File: src/hdl/oll_pkg.sv
package oll_pkg;

    localparam int LIST_CAPACITY = 32;
    localparam int MAX_STREAM    = 32;
    localparam int STREAM_MAX    = (LIST_CAPACITY < MAX_STREAM) ? LIST_CAPACITY : MAX_STREAM;
    localparam int DATA_W        = 32;
    localparam int IDX_W         = $clog2(LIST_CAPACITY);
    localparam int COUNT_W       = $clog2(LIST_CAPACITY + 1);

    typedef enum logic [2:0] {
        OP_APPEND = 3'd0,
        OP_SEARCH = 3'd1,
        OP_MODIFY = 3'd2,
        OP_DELETE = 3'd3,
        OP_FWD    = 3'd4,
        OP_BWD    = 3'd5
    } op_t;

    typedef enum logic [1:0] {
        STAT_OK      = 2'd0,
        STAT_MISSING = 2'd1,
        STAT_EMPTY   = 2'd2,
        STAT_FULL    = 2'd3
    } status_t;

    // Command broadcast from the controller to every cell of the chain.
    typedef struct packed {
        logic              tok_load;
        logic [IDX_W-1:0]  tok_idx;
        logic              tok_fwd;
        logic              tok_bwd;
        logic              step;
        logic              behind_set;
        logic              wr_en;
        logic [IDX_W-1:0]  wr_idx;
        logic              mod_en;
        logic              shift_en;
        logic [DATA_W-1:0] data;
    } cell_cmd_t;

endpackage

File: src/hdl/oll_cell.sv
module oll_cell
    import oll_pkg::*;
(
    input  logic              aclk,
    input  logic              aresetn,
    input  cell_cmd_t         cmd,
    input  logic [IDX_W-1:0]  cell_idx,
    input  logic [DATA_W-1:0] key,
    input  logic              prev_tok,
    input  logic              next_tok,
    input  logic [DATA_W-1:0] next_value,
    output logic              tok,
    output logic              match,
    output logic [DATA_W-1:0] value,
    output logic [DATA_W-1:0] tap
);

    logic [DATA_W-1:0] value_reg, value_next;
    logic              tok_reg, tok_next;
    logic              behind_reg, behind_next;
    logic              eq;

    assign eq    = (value_reg == key);
    assign tok   = tok_reg;
    assign match = tok_reg & eq;
    assign value = value_reg;
    assign tap   = tok_reg ? value_reg : '0;

    always_comb begin
        priority if (cmd.tok_load) begin
            tok_next = (cell_idx == cmd.tok_idx);
        end else if (cmd.tok_fwd) begin
            tok_next = prev_tok;
        end else if (cmd.tok_bwd) begin
            tok_next = next_tok;
        end else begin
            tok_next = tok_reg;
        end
    end

    // The behind flag marks cells at or after the scan position; a cell drops
    // it once the token has passed it without a match.
    always_comb begin
        priority if (cmd.behind_set) begin
            behind_next = 1'b1;
        end else if (cmd.step && tok_reg && !eq) begin
            behind_next = 1'b0;
        end else begin
            behind_next = behind_reg;
        end
    end

    always_comb begin
        priority if (cmd.wr_en && (cell_idx == cmd.wr_idx)) begin
            value_next = cmd.data;
        end else if (cmd.mod_en && tok_reg) begin
            value_next = cmd.data;
        end else if (cmd.shift_en && behind_reg) begin
            value_next = next_value;
        end else begin
            value_next = value_reg;
        end
    end

    always_ff @(posedge aclk) begin
        if (!aresetn) begin
            tok_reg    <= 1'b0;
            behind_reg <= 1'b0;
        end else begin
            tok_reg    <= tok_next;
            behind_reg <= behind_next;
        end
    end

    always_ff @(posedge aclk) begin
        value_reg <= value_next;
    end

endmodule

File: src/hdl/ordered_value_list_engine.sv
// Append, and any request that ends on an empty or full list, gives its single
// result by way of the S_RESPOND state. Search, modify and delete walk a token
// down the cell chain one entry per cycle. List requests stream one entry per
// cycle once the first entry is selected, as long as the output is not stalled.
// One request is worked on at a time; a new one is taken once the last result
// is in the output register. Reset empties the list; stored values are not cleared.
module ordered_value_list_engine
    import oll_pkg::*;
(
    input  logic        aclk,
    input  logic        aresetn,
    input  logic        s_tvalid,
    output logic        s_tready,
    input  logic [63:0] s_tdata,   // search_key [31:0], new_value [63:32]
    input  logic [2:0]  s_tuser,   // operation [2:0]
    output logic        m_tvalid,
    input  logic        m_tready,
    output logic [31:0] m_tdata,   // item_value [31:0]
    output logic [1:0]  m_tuser,   // status [1:0]
    output logic        m_tlast
);

    typedef enum logic [1:0] {
        S_IDLE,
        S_SCAN,
        S_STREAM,
        S_RESPOND
    } state_t;

    state_t               state_reg, state_next;
    op_t                  op_reg, op_next;
    logic [DATA_W-1:0]    key_reg, key_next;
    logic [DATA_W-1:0]    val_reg, val_next;
    logic [COUNT_W-1:0]   count_reg, count_next;
    logic [IDX_W-1:0]     idx_reg, idx_next;
    logic [COUNT_W-1:0]   rem_reg, rem_next;
    status_t              resp_reg, resp_next;
    logic                 out_valid_reg, out_valid_next;
    status_t              out_status_reg, out_status_next;
    logic [DATA_W-1:0]    out_value_reg, out_value_next;
    logic                 out_last_reg, out_last_next;

    cell_cmd_t            cmd;
    logic [LIST_CAPACITY-1:0] tok;
    logic [LIST_CAPACITY-1:0] match;
    logic [DATA_W-1:0]    cell_value [LIST_CAPACITY];
    logic [DATA_W-1:0]    cell_tap [LIST_CAPACITY];
    logic [DATA_W-1:0]    tap_or;
    logic                 hit;
    logic                 can_emit;
    logic                 accept;
    op_t                  in_op;

    genvar g;
    generate
        for (g = 0; g < LIST_CAPACITY; g++) begin : g_cell
            logic              prev_tok_w;
            logic              next_tok_w;
            logic [DATA_W-1:0] next_value_w;
            if (g == 0) begin : g_head
                assign prev_tok_w = 1'b0;
            end else begin : g_mid
                assign prev_tok_w = tok[g-1];
            end
            if (g == LIST_CAPACITY - 1) begin : g_tail
                assign next_tok_w   = 1'b0;
                assign next_value_w = cell_value[g];
            end else begin : g_body
                assign next_tok_w   = tok[g+1];
                assign next_value_w = cell_value[g+1];
            end
            oll_cell u_cell (
                .aclk       (aclk),
                .aresetn    (aresetn),
                .cmd        (cmd),
                .cell_idx   (IDX_W'(g)),
                .key        (key_reg),
                .prev_tok   (prev_tok_w),
                .next_tok   (next_tok_w),
                .next_value (next_value_w),
                .tok        (tok[g]),
                .match      (match[g]),
                .value      (cell_value[g]),
                .tap        (cell_tap[g])
            );
        end
    endgenerate

    // Only the cell holding the token drives a nonzero tap.
    always_comb begin
        tap_or = '0;
        for (int i = 0; i < LIST_CAPACITY; i++) begin
            tap_or = tap_or | cell_tap[i];
        end
    end

    assign hit      = |match;
    assign can_emit = !out_valid_reg || m_tready;
    assign s_tready = (state_reg == S_IDLE);
    assign accept   = s_tvalid && s_tready;
    assign in_op    = op_t'(s_tuser);

    assign m_tvalid = out_valid_reg;
    assign m_tdata  = out_value_reg;
    assign m_tuser  = out_status_reg;
    assign m_tlast  = out_last_reg;

    always_comb begin
        state_next      = state_reg;
        op_next         = op_reg;
        key_next        = key_reg;
        val_next        = val_reg;
        count_next      = count_reg;
        idx_next        = idx_reg;
        rem_next        = rem_reg;
        resp_next       = resp_reg;
        out_valid_next  = out_valid_reg && !m_tready;
        out_status_next = out_status_reg;
        out_value_next  = out_value_reg;
        out_last_next   = out_last_reg;
        cmd             = '0;
        cmd.data        = val_reg;

        unique case (state_reg)
            S_IDLE: begin
                if (accept) begin
                    op_next  = in_op;
                    key_next = s_tdata[31:0];
                    val_next = s_tdata[63:32];
                    idx_next = '0;
                    unique case (in_op)
                        OP_APPEND: begin
                            state_next = S_RESPOND;
                            if (count_reg == COUNT_W'(LIST_CAPACITY)) begin
                                resp_next = STAT_FULL;
                            end else begin
                                resp_next  = STAT_OK;
                                cmd.wr_en  = 1'b1;
                                cmd.wr_idx = count_reg[IDX_W-1:0];
                                cmd.data   = s_tdata[63:32];
                                count_next = count_reg + COUNT_W'(1);
                            end
                        end
                        OP_SEARCH, OP_MODIFY, OP_DELETE: begin
                            if (count_reg == '0) begin
                                resp_next  = STAT_EMPTY;
                                state_next = S_RESPOND;
                            end else begin
                                cmd.tok_load   = 1'b1;
                                cmd.tok_idx    = '0;
                                cmd.behind_set = 1'b1;
                                state_next     = S_SCAN;
                            end
                        end
                        OP_FWD, OP_BWD: begin
                            if (count_reg == '0) begin
                                resp_next  = STAT_EMPTY;
                                state_next = S_RESPOND;
                            end else begin
                                cmd.tok_load = 1'b1;
                                cmd.tok_idx  = (in_op == OP_FWD) ? '0
                                             : IDX_W'(count_reg - COUNT_W'(1));
                                rem_next     = (count_reg > COUNT_W'(STREAM_MAX))
                                             ? COUNT_W'(STREAM_MAX) : count_reg;
                                state_next   = S_STREAM;
                            end
                        end
                        default: begin
                            // Unused operation codes are dropped without a result.
                            state_next = S_IDLE;
                        end
                    endcase
                end
            end
            S_SCAN: begin
                priority if (hit) begin
                    resp_next  = STAT_OK;
                    state_next = S_RESPOND;
                    if (op_reg == OP_MODIFY) begin
                        cmd.mod_en = 1'b1;
                    end else if (op_reg == OP_DELETE) begin
                        cmd.shift_en = 1'b1;
                        count_next   = count_reg - COUNT_W'(1);
                    end
                end else if (COUNT_W'(idx_reg) == count_reg - COUNT_W'(1)) begin
                    resp_next  = STAT_MISSING;
                    state_next = S_RESPOND;
                end else begin
                    cmd.tok_fwd = 1'b1;
                    cmd.step    = 1'b1;
                    idx_next    = idx_reg + IDX_W'(1);
                end
            end
            S_STREAM: begin
                if (can_emit) begin
                    out_valid_next  = 1'b1;
                    out_status_next = STAT_OK;
                    out_value_next  = tap_or;
                    out_last_next   = (rem_reg == COUNT_W'(1));
                    rem_next        = rem_reg - COUNT_W'(1);
                    cmd.tok_fwd     = (op_reg == OP_FWD);
                    cmd.tok_bwd     = (op_reg != OP_FWD);
                    if (rem_reg == COUNT_W'(1)) begin
                        state_next = S_IDLE;
                    end
                end
            end
            S_RESPOND: begin
                if (can_emit) begin
                    out_valid_next  = 1'b1;
                    out_status_next = resp_reg;
                    out_value_next  = '0;
                    out_last_next   = 1'b1;
                    state_next      = S_IDLE;
                end
            end
            default: begin
                state_next = S_IDLE;
            end
        endcase
    end

    always_ff @(posedge aclk) begin
        if (!aresetn) begin
            state_reg     <= S_IDLE;
            count_reg     <= '0;
            out_valid_reg <= 1'b0;
        end else begin
            state_reg      <= state_next;
            count_reg      <= count_next;
            out_valid_reg  <= out_valid_next;
            op_reg         <= op_next;
            key_reg        <= key_next;
            val_reg        <= val_next;
            idx_reg        <= idx_next;
            rem_reg        <= rem_next;
            resp_reg       <= resp_next;
            out_status_reg <= out_status_next;
            out_value_reg  <= out_value_next;
            out_last_reg   <= out_last_next;
        end
    end

endmodule

File: config.mk
export PLATFORM = sky130hd
export DESIGN_NAME = ordered_value_list_engine
export DESIGN_NICKNAME = d
export VERILOG_FILES = /design/src/hdl/oll_pkg.sv /design/src/hdl/oll_cell.sv /design/src/hdl/ordered_value_list_engine.sv
export SDC_FILE = /design/constraint.sdc
export NUM_CORES = 2
export LEC_CHECK = 0
export BUFFER_PORTS_ARGS = -buffer_cell sky130_fd_sc_hd__buf_2
export CORE_ASPECT_RATIO = 0.5
export CORE_UTILIZATION = 55
export CTS_BUF_LIST = sky130_fd_sc_hd__clkbuf_4 sky130_fd_sc_hd__clkbuf_8
export DETAILED_ROUTE_END_ITERATION = 10
export PLACE_DENSITY = 0.71
export SLEW_MARGIN = 40
export SYNTH_ARGS = -nofsm -noshare
export SYNTH_HDL_FRONTEND = slang
export SYNTH_HIERARCHICAL = 1
export SYNTH_SLANG_ARGS = --single-unit
File: constraint.sdc
create_clock -name aclk -period 6.9 [get_ports aclk]
set_clock_uncertainty 0.2 [all_clocks]
set_input_delay 1.035 -clock aclk [delete_from_list [all_inputs] [get_ports aclk]]
set_output_delay 1.035 -clock aclk [all_outputs]
set_load 0.05 [all_outputs]
==> key figures <==
Route
  – Final wirelength: 245,000 µm
  – DR vias: 53,600
  – DR WL/cell: 27.4 µm
  – Post-route ant nets: 0
  – DRT Pass-1 Iters: 5
  – Residual DRC: 0
  – Vias/cell: 5.99
  – DR iter-0 viols: approximately 6,300

Floorplan
  – Die width: between 500 and 600 µm
  – FP Rows: 98
  – DIE AREA: 148,000 µm²
  – Core footprint: 144,000 µm²
  – Die height: 273 µm
  – Initial Util: 55.9%
  – Number of I/O pins: 108

Power
  – Pwr dens: ~200 nW/µm²
  – Sequential power share: 46.8%
  – PnR Total Power: 17.6 mW
  – Combinational Power Share: 18.5%
  – Lkg Pwr: between 30 and 40 nW
  – Worst IR drop on VDD: 0.188 mV
  – Pint: between 10 and 15 mW
  – Clock Power Share: approximately a third
  – Switch share: 30.5%
  – P_sw: 5.36 mW

Synthesis
  – Async set-reset flop share out of synthesis: 0%
  – Main flop type after synthesis: edfxtp_1
  – Yosys reg bits: 1,212
  – Cells after Synth: 6,296
  – Cell accounting for the most synthesized area: edfxtp_1
  – Post-synth top area share: between 40% and 50%
  – Cell variety after synth: 52
  – Mapped Avg Cell Area: 12.8 µm²
  – Synth top area cells: edfxtp_1, mux2_4, xnor2_1
  – Mapped cell area: 80,500 µm²
  – Post-synthesis sequential area ratio: between 40% and 50%
  – Synth warn: 6
  – Number of flops mapped to enable cells by yosys: 1,139

Global route
  – GRT Util Overall: 32.8%
  – Antenna violations before repair: 13
  – Number of global-route vias before repair: 53,000
  – Largest net degree at the start of global routing: 83
  – First-pass GRT wire length: between 300,000 and 400,000 µm
  – Grt total ovfl: 0

Setup path
  – Setup crit end kind: flop
  – CP max FO: 33
  – Crit Path Class: flop to flop
  – CP Launch Type: flop
  – Crit path DAT: 6.65 ns
  – CP Data Required Time: 7.21 ns

Clock network
  – Clk buf depth: 3
  – CTS tree: done
  – Clk_lat worst skew: 0.92 ns
  – Hold-fix buffers, CTS: 0
  – CTS Buf Count: 182
  – Root Buffer: clkbuf_8
  – Worst-path clk slew: 0.07 ns
  – CTS H-tree depth: 4
  – Post-CTS Resized: 0
  – Clk sinks: 1,212
  – Setup bufs post-CTS: 0

STA
  – Relative slew slack: between 30% and 40%
  – Worst setup margin: 0.555 ns
  – Final max-slew violation count: 0
  – Min cycle time layout: 6.34 ns
  – Final period util: 92.0%
  – Final TNS setup: 0 ns
  – Fin. Hold Viols: 0
  – RSZ-0062 raised after global routing: false
  – Setup-failing EPs final: 0
  – Peak Freq: 158 MHz
  – Slew @ Worst Pin: 1.01 ns

Layout
  – Layout area overhead: 9.59%
  – Fillers: 11,200
  – Max reg flops: 1,024
  – Layout cell share with drive strength beyond 1: 25.7%
  – Area of the multi-input gates: 43,700 µm²
  – Net count, final: 6,936
  – Register area: 35,700 µm²

Place
  – Buffers on Ports: 107
  – Routability-driven placement congestion ratio: about 0.97
  – Dpl hpwl: ~190,000 µm
  – Setup Slack @ Placement: 0.660 ns

Job
  – Max_cap viols: 0

Status
  – Status: completed

Hold path
  – Hold Path Class: primary input to flop
## power by group through the flow
| stage | Combinational, mW | Sequential (mW) | Clock, mW |
|---|---|---|---|
| finish | 3.25 | 8.24 | 6.11 |
| CTS | 3.13 | 8.24 | 6.17 |
| global route | 3.37 | 8.25 | 6.46 |
| detailed placement | 3.12 | 8.40 | 0 |
| global placement | 3.02 | 8.40 | 0 |
| floorplan | 1.62 | 8.74 | 0 |
## layout make-up
type	instances	area share (%)
antenna	9	0.0255
clock buffer	261	3.60
clock inverter	63	0.474
inverter	12	0.0511
multi-input combinational	5115	49.6
sequential	1212	40.4
tap	1950	2.77
timing repair buffer	332	3.07
## worst paths after layout
check / startpoint / endpoint / slack (ns) / cells past startpoint
max: key_reg[15] / g_cell[27].u_cell/value[8] / 0.56 / 17
min: s_tdata[26] / key_reg[26] / 0.09 / 1
max reg2reg: key_reg[15] / g_cell[27].u_cell/value[8] / 0.56 / 17
min reg2reg: g_cell[16].u_cell/behind_reg / g_cell[16].u_cell/behind_reg / 0.32 / 2
## Yosys cell counts (all sizes together), types with 3 or more instances
cell type	n
nand3	10
nor3	47
o21ai	76
nand4	354
nor4	362
a21oi	38
buf	132
a211oi	33
nand2b	4
a32o	32
clkbuf	145
nor2b	5
o211ai	3
xnor2	1132
edfxtp	1139
nand2	46
o311ai	3
inv	11
and2	1065
nor3b	3
ha	10
o22ai	3
dfxtp	73
a21o	33
and3	38
nand3b	3
mux2i	32
mux2	1056
nor2	153
xor2	233
o31ai	3
## kinds of logic after synthesis
| family | count (synthesis) | synth area share (%) |
|---|---|---|
| XOR/XNOR | 1365 | 14.9 |
| other | 2 | 0.00933 |
| adder cells (fa/ha/maj) | 10 | 0.155 |
| AO/OA/AOI/OAI | 233 | 1.96 |
| flip-flops | 1212 | 44.3 |
| AND/OR/NAND/NOR | 2097 | 15.6 |
| multiplexers | 1088 | 19.5 |
| buffers and inverters | 289 | 3.59 |
## critical path, cell delays in order (launching register included)
cell	delay [ns]
edfxtp_1	0.32
buf_4	0.55
xnor2_1	0.21
nand4_1	0.17
nor4_1	0.73
and3_1	0.33
nor4_1	0.14
buf_4	0.17
nand4_1	0.51
nor2_1	0.17
nor3b_1	0.29
nand2_1	0.10
nor2_2	0.67
buf_4	0.24
a32o_2	0.15
buf_12	0.27
a21o_1	0.13
buf_4	0.50
## per-stage QoR
| stage | cell area [µm²] | cells | utilization (%) | hold WS, ns |
|---|---|---|---|---|
| 2_1_floorplan | 81700 | 6616 | - | 0.279 |
| 3_3_place_gp | 84000 | 8615 | 58.3 | 0.294 |
| 3_5_place_dp | 84400 | 8617 | 58.6 | 0.302 |
| 4_1_cts | 88000 | 8941 | 61.1 | 0.00280 |
| 5_1_grt | 88200 | 8949 | 61.2 | 0.0608 |
| 6_report | 88200 | 8954 | 61.2 | 0.0918 |
## routing by layer
metal | track usage [%] | up-vias | share of wire [%]
met5 | 0 | - | 0.019
met4 | 10.5 | 6 | 3.2
met3 | 8.54 | 359 | 11
met1 | 47.2 | 26900 | 44
li1 | - | 23800 | -
met2 | 48.0 | 2557 | 42
## layout by cell type, fill, tap and decap left out, types with 33 or more instances in the layout
cell and count:
conb_1 322, and3_1 36, buf_12 33, dfxtp_1 73, nor2_1 144, nand4_1 354
edfxtp_1 1139, nor3_1 44, mux2_4 958, and2_1 1061, buf_4 183, clkbuf_8 194
nor4_1 306, xnor2_1 1132, a21oi_1 38, clkbuf_4 67, nor4_2 56, xor2_1 233
buf_2 107, mux2_2 98, nand2_1 46, o21ai_0 76
Power figures use the tool's default switching activity.
